==> config.mk <==
export PLATFORM = sky130hd
export DESIGN_NAME = weight_ramp_phase_accumulator
export DESIGN_NICKNAME = d
export VERILOG_FILES = /design/src/wrpa_pkg.sv /design/src/wrpa_mul.sv /design/src/wrpa_div.sv /design/src/weight_ramp_phase_accumulator.sv
export VERILOG_INCLUDE_DIRS = /design/src /design/src/src
export SDC_FILE = /design/constraint.sdc
export NUM_CORES = 2
export LEC_CHECK = 0
export BUFFER_PORTS_ARGS = -buffer_cell sky130_fd_sc_hd__clkbuf_2
export CAP_MARGIN = 20
export CORE_MARGIN = 5
export CORE_UTILIZATION = 50
export CTS_CLUSTER_DIAMETER = 80
export DETAILED_ROUTE_END_ITERATION = 10
export GPL_TIMING_DRIVEN = 1
export PLACE_DENSITY = 0.72
export SYNTH_ARGS = -nofsm -noshare
export SYNTH_HDL_FRONTEND = slang
export SYNTH_HIERARCHICAL = 1
export SYNTH_SLANG_ARGS = --single-unit
export TNS_END_PERCENT = 5
==> constraint.sdc <==
create_clock -name clk -period 12.4 [get_ports clk]
set_input_delay 0.62 -clock clk [delete_from_list [all_inputs] [get_ports clk]]
set_output_delay 0.62 -clock clk [all_outputs]
set_load 0.05 [all_outputs]
==> src/assert_macros.svh <==
// Assertion macros for the file that carries checks.
`ifndef ASSERT_MACROS_SVH
`define ASSERT_MACROS_SVH

// Checked at every rising edge while reset is low.
`define ASSERT_CLK(label, clk, rst, prop, msg) \
  label: assert property (@(posedge clk) disable iff (rst) prop) else $error(msg);

// Checked at every rising edge, reset included.
`define ASSERT_ALWAYS(label, clk, prop, msg) \
  label: assert property (@(posedge clk) prop) else $error(msg);

`endif

==> src/wrpa_pkg.sv <==
`default_nettype none

package wrpa_pkg;

  localparam int unsigned MUL_W = 32;
  localparam int unsigned DIV_W = 48;
  localparam int unsigned REM_W = 32;

  localparam logic [31:0] FIX_ONE = 32'd65536;
  localparam logic [31:0] DUR_RESET = 32'd65536;

  localparam logic [1:0] KIND_BLEND = 2'd0;
  localparam logic [1:0] KIND_ASYNC = 2'd1;
  localparam logic [1:0] KIND_TICK  = 2'd2;

  typedef struct packed {
    logic [1:0]         kind;
    logic [15:0]        target_weight_in;
    logic [31:0]        ramp_delay;
    logic [31:0]        unlink_time;
    logic [31:0]        mixer_duration;
    logic signed [31:0] delta_time;
  } in_word_t;

  typedef struct packed {
    logic        still_active;
    logic [15:0] current_weight;
    logic [31:0] cycle_phase;
    logic        async_mode;
  } out_word_t;

endpackage

`default_nettype wire

==> src/wrpa_mul.sv <==
`default_nettype none

module wrpa_mul
  import wrpa_pkg::*;
(
  input  wire logic                 clk,
  input  wire logic                 rst,
  input  wire logic                 start,
  input  wire logic [MUL_W-1:0]     a,
  input  wire logic [MUL_W-1:0]     b,
  output logic                      done,
  output logic [2*MUL_W-1:0]        product
);

  localparam int unsigned CNT_W = $clog2(MUL_W);
  localparam logic [CNT_W-1:0] LAST = CNT_W'(MUL_W - 1);

  logic             busy;
  logic [CNT_W-1:0] cnt;
  logic [MUL_W-1:0] a_reg;
  logic [MUL_W:0]   sum;

  // One multiplier bit per cycle, least significant first.
  always_comb begin
    sum = {1'b0, product[2*MUL_W-1:MUL_W]} + (product[0] ? {1'b0, a_reg} : '0);
  end

  always_ff @(posedge clk) begin
    if (rst) begin
      busy <= 1'b0;
      done <= 1'b0;
      cnt  <= '0;
    end else begin
      done <= 1'b0;
      if (start) begin
        busy <= 1'b1;
        cnt  <= '0;
      end else if (busy) begin
        cnt <= cnt + 1'b1;
        if (cnt == LAST) begin
          busy <= 1'b0;
          done <= 1'b1;
        end
      end
    end
  end

  always_ff @(posedge clk) begin
    if (start) begin
      a_reg   <= a;
      product <= {{MUL_W{1'b0}}, b};
    end else if (busy) begin
      product <= {sum, product[MUL_W-1:1]};
    end
  end

endmodule

`default_nettype wire

==> src/wrpa_div.sv <==
`default_nettype none

module wrpa_div
  import wrpa_pkg::*;
(
  input  wire logic              clk,
  input  wire logic              rst,
  input  wire logic              start,
  input  wire logic [DIV_W-1:0]  dividend,
  input  wire logic [REM_W-1:0]  divisor,
  output logic                   done,
  output logic [DIV_W-1:0]       quotient,
  output logic [REM_W-1:0]       remainder
);

  localparam int unsigned CNT_W = $clog2(DIV_W);
  localparam logic [CNT_W-1:0] LAST = CNT_W'(DIV_W - 1);

  logic             busy;
  logic [CNT_W-1:0] cnt;
  logic [REM_W-1:0] dsr;
  logic [REM_W:0]   trial;
  logic [REM_W:0]   diff;
  logic             fits;

  // Restoring division, one quotient bit per cycle. The dividend shifts
  // out of the top of the quotient register as quotient bits enter below.
  always_comb begin
    trial = {remainder, quotient[DIV_W-1]};
    diff  = trial - {1'b0, dsr};
    fits  = (trial >= {1'b0, dsr});
  end

  always_ff @(posedge clk) begin
    if (rst) begin
      busy <= 1'b0;
      done <= 1'b0;
      cnt  <= '0;
    end else begin
      done <= 1'b0;
      if (start) begin
        busy <= 1'b1;
        cnt  <= '0;
      end else if (busy) begin
        cnt <= cnt + 1'b1;
        if (cnt == LAST) begin
          busy <= 1'b0;
          done <= 1'b1;
        end
      end
    end
  end

  always_ff @(posedge clk) begin
    if (start) begin
      dsr       <= divisor;
      quotient  <= dividend;
      remainder <= '0;
    end else if (busy) begin
      remainder <= fits ? diff[REM_W-1:0] : trial[REM_W-1:0];
      quotient  <= {quotient[DIV_W-2:0], fits};
    end
  end

endmodule

`default_nettype wire

==> src/weight_ramp_phase_accumulator.sv <==
// Blend weight ramp and cycle phase accumulator. Each word on the input
// channel (blend, go-async, tick or an unused kind) yields exactly one word
// on the output channel reporting the state after it. animation_duration is
// written through cfg_we/cfg_wdata; the user must write it only while the
// block is idle, as the block itself does not enforce this. Words are
// processed one at a time, and a result may wait for out_ready before the
// next word is accepted. The work is done by the shared shift-add multiplier
// (one bit per cycle) and the shared restoring divider (one quotient bit per
// cycle); a tick may use each of them twice for the weight step, the phase
// step and the wrap.
`default_nettype none
`include "assert_macros.svh"

module weight_ramp_phase_accumulator
  import wrpa_pkg::*;
(
  input  wire logic        clk,
  input  wire logic        rst,
  input  wire logic        in_valid,
  output logic             in_ready,
  input  wire in_word_t    in_data,
  output logic             out_valid,
  input  wire logic        out_ready,
  output out_word_t        out_data,
  input  wire logic        cfg_we,
  input  wire logic [31:0] cfg_wdata
);

  typedef enum logic [3:0] {
    S_IDLE,
    S_DISPATCH,
    S_FDIV,
    S_FMUL,
    S_WMUL,
    S_WDIV,
    S_PMUL,
    S_WRAP,
    S_PDIV,
    S_DONE
  } state_t;

  state_t   state;
  in_word_t item;

  logic [31:0] animation_duration;
  logic [15:0] weight_now;
  logic [15:0] weight_goal;
  logic [31:0] delay_left;
  logic [31:0] phase_time;
  logic [31:0] speed_factor;
  logic        is_async;
  logic        active;

  logic              mul_start;
  logic [MUL_W-1:0]  mul_a;
  logic [MUL_W-1:0]  mul_b;
  logic              mul_done;
  logic [2*MUL_W-1:0] mul_prod;

  logic              div_start;
  logic [DIV_W-1:0]  div_dividend;
  logic [REM_W-1:0]  div_divisor;
  logic              div_done;
  logic [DIV_W-1:0]  div_quot;
  logic [REM_W-1:0]  div_rem;

  logic [31:0] d_bits;
  logic        d_neg;
  logic [31:0] mag;
  logic        settle;
  logic [16:0] diff17;
  logic [15:0] diff_mag;
  logic        step_neg;
  logic [17:0] w18;
  logic [15:0] weight_next;
  logic [32:0] dl_sum;
  logic [31:0] delay_next;
  logic [31:0] factor_sat;
  logic [31:0] phase_async;
  logic [47:0] step48;
  logic [48:0] add49;
  logic [31:0] phase_next;

  wrpa_mul u_mul (
    .clk     (clk),
    .rst     (rst),
    .start   (mul_start),
    .a       (mul_a),
    .b       (mul_b),
    .done    (mul_done),
    .product (mul_prod)
  );

  wrpa_div u_div (
    .clk       (clk),
    .rst       (rst),
    .start     (div_start),
    .dividend  (div_dividend),
    .divisor   (div_divisor),
    .done      (div_done),
    .quotient  (div_quot),
    .remainder (div_rem)
  );

  assign in_ready = (state == S_IDLE);

  always_comb begin
    d_bits   = item.delta_time;
    d_neg    = d_bits[31];
    mag      = d_neg ? (~d_bits + 32'd1) : d_bits;
    settle   = (delay_left <= mag);
    diff17   = {1'b0, weight_goal} - {1'b0, weight_now};
    diff_mag = diff17[16] ? (~diff17[15:0] + 16'd1) : diff17[15:0];
    step_neg = d_neg ^ diff17[16];
    w18      = {2'b00, weight_now} + (step_neg ? (~{2'b00, div_quot[15:0]} + 18'd1)
                                               : {2'b00, div_quot[15:0]});
    if (w18[17]) begin
      weight_next = '0;
    end else if (w18[16]) begin
      weight_next = '1;
    end else begin
      weight_next = w18[15:0];
    end
    dl_sum = {1'b0, delay_left} + {1'b0, mag};
    if (d_neg) begin
      delay_next = dl_sum[32] ? '1 : dl_sum[31:0];
    end else begin
      delay_next = delay_left - mag;
    end
    factor_sat  = (|div_quot[47:32]) ? '1 : div_quot[31:0];
    phase_async = (|mul_prod[63:48]) ? '1 : mul_prod[47:16];
    step48      = mul_prod[63:16];
    add49       = {17'd0, phase_time} + {1'b0, step48};
    if (d_neg) begin
      phase_next = (step48 >= {16'd0, phase_time}) ? '0 : (phase_time - step48[31:0]);
    end else begin
      phase_next = (|add49[48:32]) ? '1 : add49[31:0];
    end
  end

  always_ff @(posedge clk) begin
    if (rst) begin
      state              <= S_IDLE;
      animation_duration <= DUR_RESET;
      weight_now         <= '0;
      weight_goal        <= '0;
      delay_left         <= '0;
      phase_time         <= '0;
      speed_factor       <= FIX_ONE;
      is_async           <= 1'b0;
      active             <= 1'b1;
      mul_start          <= 1'b0;
      div_start          <= 1'b0;
      out_valid          <= 1'b0;
    end else begin
      if (mul_start) begin
        mul_start <= 1'b0;
      end
      if (div_start) begin
        div_start <= 1'b0;
      end
      if (cfg_we) begin
        animation_duration <= cfg_wdata;
      end
      if (out_valid && out_ready && state != S_DONE) begin
        out_valid <= 1'b0;
      end
      unique case (state)
        S_IDLE: begin
          if (in_valid) begin
            item   <= in_data;
            active <= 1'b1;
            state  <= S_DISPATCH;
          end
        end
        S_DISPATCH: begin
          unique case (item.kind)
            KIND_BLEND: begin
              weight_goal <= item.target_weight_in;
              delay_left  <= item.ramp_delay;
              state       <= S_DONE;
            end
            KIND_ASYNC: begin
              if (is_async) begin
                state <= S_DONE;
              end else if (item.mixer_duration == '0) begin
                speed_factor <= FIX_ONE;
                phase_time   <= '0;
                is_async     <= 1'b1;
                state        <= S_DONE;
              end else begin
                div_dividend <= {animation_duration, 16'd0};
                div_divisor  <= item.mixer_duration;
                div_start    <= 1'b1;
                state        <= S_FDIV;
              end
            end
            KIND_TICK: begin
              if (settle) begin
                weight_now <= weight_goal;
                delay_left <= '0;
                if (weight_goal == '0) begin
                  active <= 1'b0;
                  state  <= S_DONE;
                end else if (is_async) begin
                  mul_a     <= mag;
                  mul_b     <= speed_factor;
                  mul_start <= 1'b1;
                  state     <= S_PMUL;
                end else begin
                  state <= S_DONE;
                end
              end else begin
                mul_a     <= mag;
                mul_b     <= {16'd0, diff_mag};
                mul_start <= 1'b1;
                state     <= S_WMUL;
              end
            end
            default: begin
              state <= S_DONE;
            end
          endcase
        end
        S_FDIV: begin
          if (div_done) begin
            speed_factor <= factor_sat;
            mul_a        <= item.unlink_time;
            mul_b        <= factor_sat;
            mul_start    <= 1'b1;
            state        <= S_FMUL;
          end
        end
        S_FMUL: begin
          if (mul_done) begin
            phase_time <= phase_async;
            is_async   <= 1'b1;
            state      <= S_DONE;
          end
        end
        S_WMUL: begin
          if (mul_done) begin
            div_dividend <= mul_prod[DIV_W-1:0];
            div_divisor  <= delay_left;
            div_start    <= 1'b1;
            state        <= S_WDIV;
          end
        end
        S_WDIV: begin
          if (div_done) begin
            weight_now <= weight_next;
            delay_left <= delay_next;
            if (is_async) begin
              mul_a     <= mag;
              mul_b     <= speed_factor;
              mul_start <= 1'b1;
              state     <= S_PMUL;
            end else begin
              state <= S_DONE;
            end
          end
        end
        S_PMUL: begin
          if (mul_done) begin
            phase_time <= phase_next;
            state      <= S_WRAP;
          end
        end
        S_WRAP: begin
          if (phase_time < animation_duration) begin
            state <= S_DONE;
          end else if (animation_duration == '0) begin
            phase_time <= '0;
            state      <= S_DONE;
          end else begin
            div_dividend <= {16'd0, phase_time};
            div_divisor  <= animation_duration;
            div_start    <= 1'b1;
            state        <= S_PDIV;
          end
        end
        S_PDIV: begin
          if (div_done) begin
            phase_time <= div_rem;
            state      <= S_DONE;
          end
        end
        S_DONE: begin
          if (!out_valid || out_ready) begin
            out_valid               <= 1'b1;
            out_data.still_active   <= active;
            out_data.current_weight <= weight_now;
            out_data.cycle_phase    <= phase_time;
            out_data.async_mode     <= is_async;
            state                   <= S_IDLE;
          end
        end
        default: begin
          state <= S_IDLE;
        end
      endcase
    end
  end

  `ASSERT_CLK(a_one_word_at_a_time, clk, rst,
              (in_valid && in_ready) |=> !in_ready,
              "word accepted while another is in flight")
  `ASSERT_CLK(a_async_sticks, clk, rst, is_async |=> is_async,
              "asynchronous mode cleared without reset")
  `ASSERT_CLK(a_factor_sync, clk, rst,
              (in_ready && !is_async) |-> (speed_factor == FIX_ONE),
              "speed factor changed before going asynchronous")
  `ASSERT_CLK(a_mul_owner, clk, rst,
              mul_done |-> (state == S_FMUL || state == S_WMUL || state == S_PMUL),
              "multiplier finished with no step waiting on it")

endmodule

`default_nettype wire

==> out/results.tsv <==
metric	value	unit
Critical Path Stages	21	
post-route ant nets	0	
post-route minimum period	7.01	ns
Inserted Clock Buffers	81	
worst skew pair latency	0.66	ns
Tcrit/Tclk final	0.565	
worst path cell trace	inv_1, ha_1, nand2_1, or3_1, nor2_1, nand2_1, or4_1, o41ai_1, xor2_1, inv_1, ha_1, inv_1, o21ai_0, a21oi_1, o41a_1, a221oi_1, o22ai_2, buf_4, nand2_1, o21a_1, o21ai_0	
antenna violations before repair	9	
Post-synth top flop	edfxtp_1	
P_leak	0.0190	µW
endpoint type of the worst setup path	flip-flop	
Regs by FF count	item (114), u_mul/product (64), out_data (50)	
area of the mapped netlist	44800	µm²
final core utilization	0.561	
crit path kind	flip-flop to flip-flop	
asr flop ratio synth	0	
die area	95600	µm²
commonest non-fill, non-tap cell in the layout	edfxtp_1	
Seq cells post-synth	732	
clock sink count	732	
Max-Cap Viols	0	
drt drc	0	
H-tree levels	3	
drt pass-1 iters	8	
grt ovf	0	
row cnt	109	
HPWL after DPL	114	mm
cell class contributing the biggest share of worst-path delay	compound AO/OA/AOI/OAI gates	
outcome	complete, no violations	
fin nets	5305	
clock skew	0.0358	ns
drt wl/cell	25.1	µm
Clock transition at path regs	0.07	ns
VDD IR-drop max	0.124	mV
worst path required time	12.77	ns
IO Pins	235	
hold buffers post-CTS	0	
Post-DP Area	46900	µm²
DR vias/cell	6.39	
Synth cell types	102	
sequential share of the synthesized area	0.436	
RSZ-0062 raised after global routing	no	
Slew Viols, Final	0	
critical path arrival	7.38	ns
vias in the first global route	35800	
final hold vios	0	
post-synthesis cell count	4696	
global-route wire length before repair	225	mm
max FFs per register	114	
pwr dens	218	nW/µm²
gr usage total	0.307	
YS warnings	6	
Slowest-stage cell, CP	o21a_1	
share of cells above drive strength 1	0.121	
Finished Layout Cells	6055	
final instance area	49700	µm²
Worst-Margin Slew	1.09	ns
# resized after CTS	0	
Post-Route WL	152	mm
dpl cells	5899	
Fin Setup TNS	0	ns
Synthesized Nets	5182	
GP Congestion	1.00	
Post-synth EDFFs	484	
port bufs	234	
top fanout value on the critical path	22	
Rel. slew slack	0.268	
Post-CTS Setup Bufs	0	
Horiz. Die Dim	309	µm
CP Launch Type	flip-flop	
Core Area	88600	µm²
Die Y	309	µm
largest net degree at the start of global routing	84	
Area growth syn-to-layout	11.1	%
worst min path class	primary input to flip-flop	
commonest non-fill, non-tap cells in the layout	edfxtp_1, nor2_1, o21ai_0	
depth of the worst register-to-register path	21	
Hold Crit Depth	1	
Final setup viols	0	
Worst path max stage delay	0.80	ns
Post-Syn Area per Cell	9.53	µm²
Initial Utilization	0.505	
Clock Tree Buf Depth	3	
First DRT Iteration DRCs	4808	
clk root buf	clkbuf_16	
via count	38700	
worst path buffer plus inverter count	4	
most flop-heavy register	item	
CTS tree	done	
Fmax	143	MHz
-- Yosys cell counts, types with 35 or more instances --
cell	instances	area [µm²]
nand3_1	91	455
mux2i_1	96	961
nor3_1	94	470
nor4_1	53	332
clkbuf_1	193	724
a21o_1	75	563
nor2b_1	37	231
nor2_1	434	1630
o221ai_1	35	307
a221o_1	52	521
ha_1	295	3690
edfxtp_1	484	14500
o31ai_1	44	330
xor2_1	86	753
a21oi_1	362	1810
nand2_1	322	1210
xnor2_1	129	1130
a211oi_1	79	593
inv_1	279	1050
dfxtp_1	248	4960
nand2b_1	39	244
and2_1	49	307
o21ai_0	375	1880
o211ai_1	51	383
nand4_1	47	294
mux2_2	83	935
-- report_power, final --
| part | internal, µW | leakage, µW | total, µW | switching, µW |
|---|---|---|---|---|
| registers | 3050 | 0.00645 | 3560 | 505 |
| clock network | 1450 | 0.00133 | 2490 | 1050 |
| logic | 1770 | 0.0113 | 4800 | 3030 |
| total | 6270 | 0.0190 | 10800 | 4580 |
-- layout make-up --
| class | instances | area (µm²) |
|---|---|---|
| diodes | 2 | 5.00 |
| repair buffers | 290 | 1610 |
| inverters | 283 | 1060 |
| flip-flops and latches | 732 | 19500 |
| fillers | 7918 | 38900 |
| multi-input cells | 3431 | 23300 |
| clock inverters | 42 | 533 |
| clock buffers | 110 | 2230 |
| well taps | 1165 | 1460 |
-- cells by family after synthesis --
logic type	share of synthesized area
adder cells (fa/ha/maj)	0.0861
multiplexers	0.0424
XOR/XNOR	0.0421
flip-flops	0.436
AO/OA/AOI/OAI	0.209
AND/OR/NAND/NOR	0.139
buffers and inverters	0.0460
-- final timing paths --
| check | start | end | slack (ns) |
|---|---|---|---|
| worst max register to register | d_bits[0]$_DFFE_PP_ | mul_a[25]$_DFFE_PP_ | 5.39 |
| worst min register to register | div_divisor[27]$_DFFE_PP_ | u_div/dsr[27]$_DFFE_PP_ | 0.41 |
| worst min-delay path | in_data[17] | d_bits[17]$_DFFE_PP_ | 0.12 |
| worst max-delay path | d_bits[0]$_DFFE_PP_ | mul_a[25]$_DFFE_PP_ | 5.39 |
-- routing by layer --
layer  track usage  up-vias  share of wire
met1         0.445    18500           0.42
met5             0        -        0.00034
met3        0.0528      335           0.10
li1              -    17700              -
met2         0.461     2210           0.43
met4         0.119       10          0.044
-- metrics by stage --
stage | hold WS (ns) | total power (µW) | setup WS, ns
floorplan | 0.400 | 6850 | 2.66
global placement | 0.401 | 8200 | 5.66
detailed placement | 0.405 | 8230 | 5.48
CTS | 0.0904 | 10700 | 5.45
global route | 0.103 | 11400 | 4.83
finish | 0.122 | 10800 | 5.39
Power figures use the tool's default switching activity.
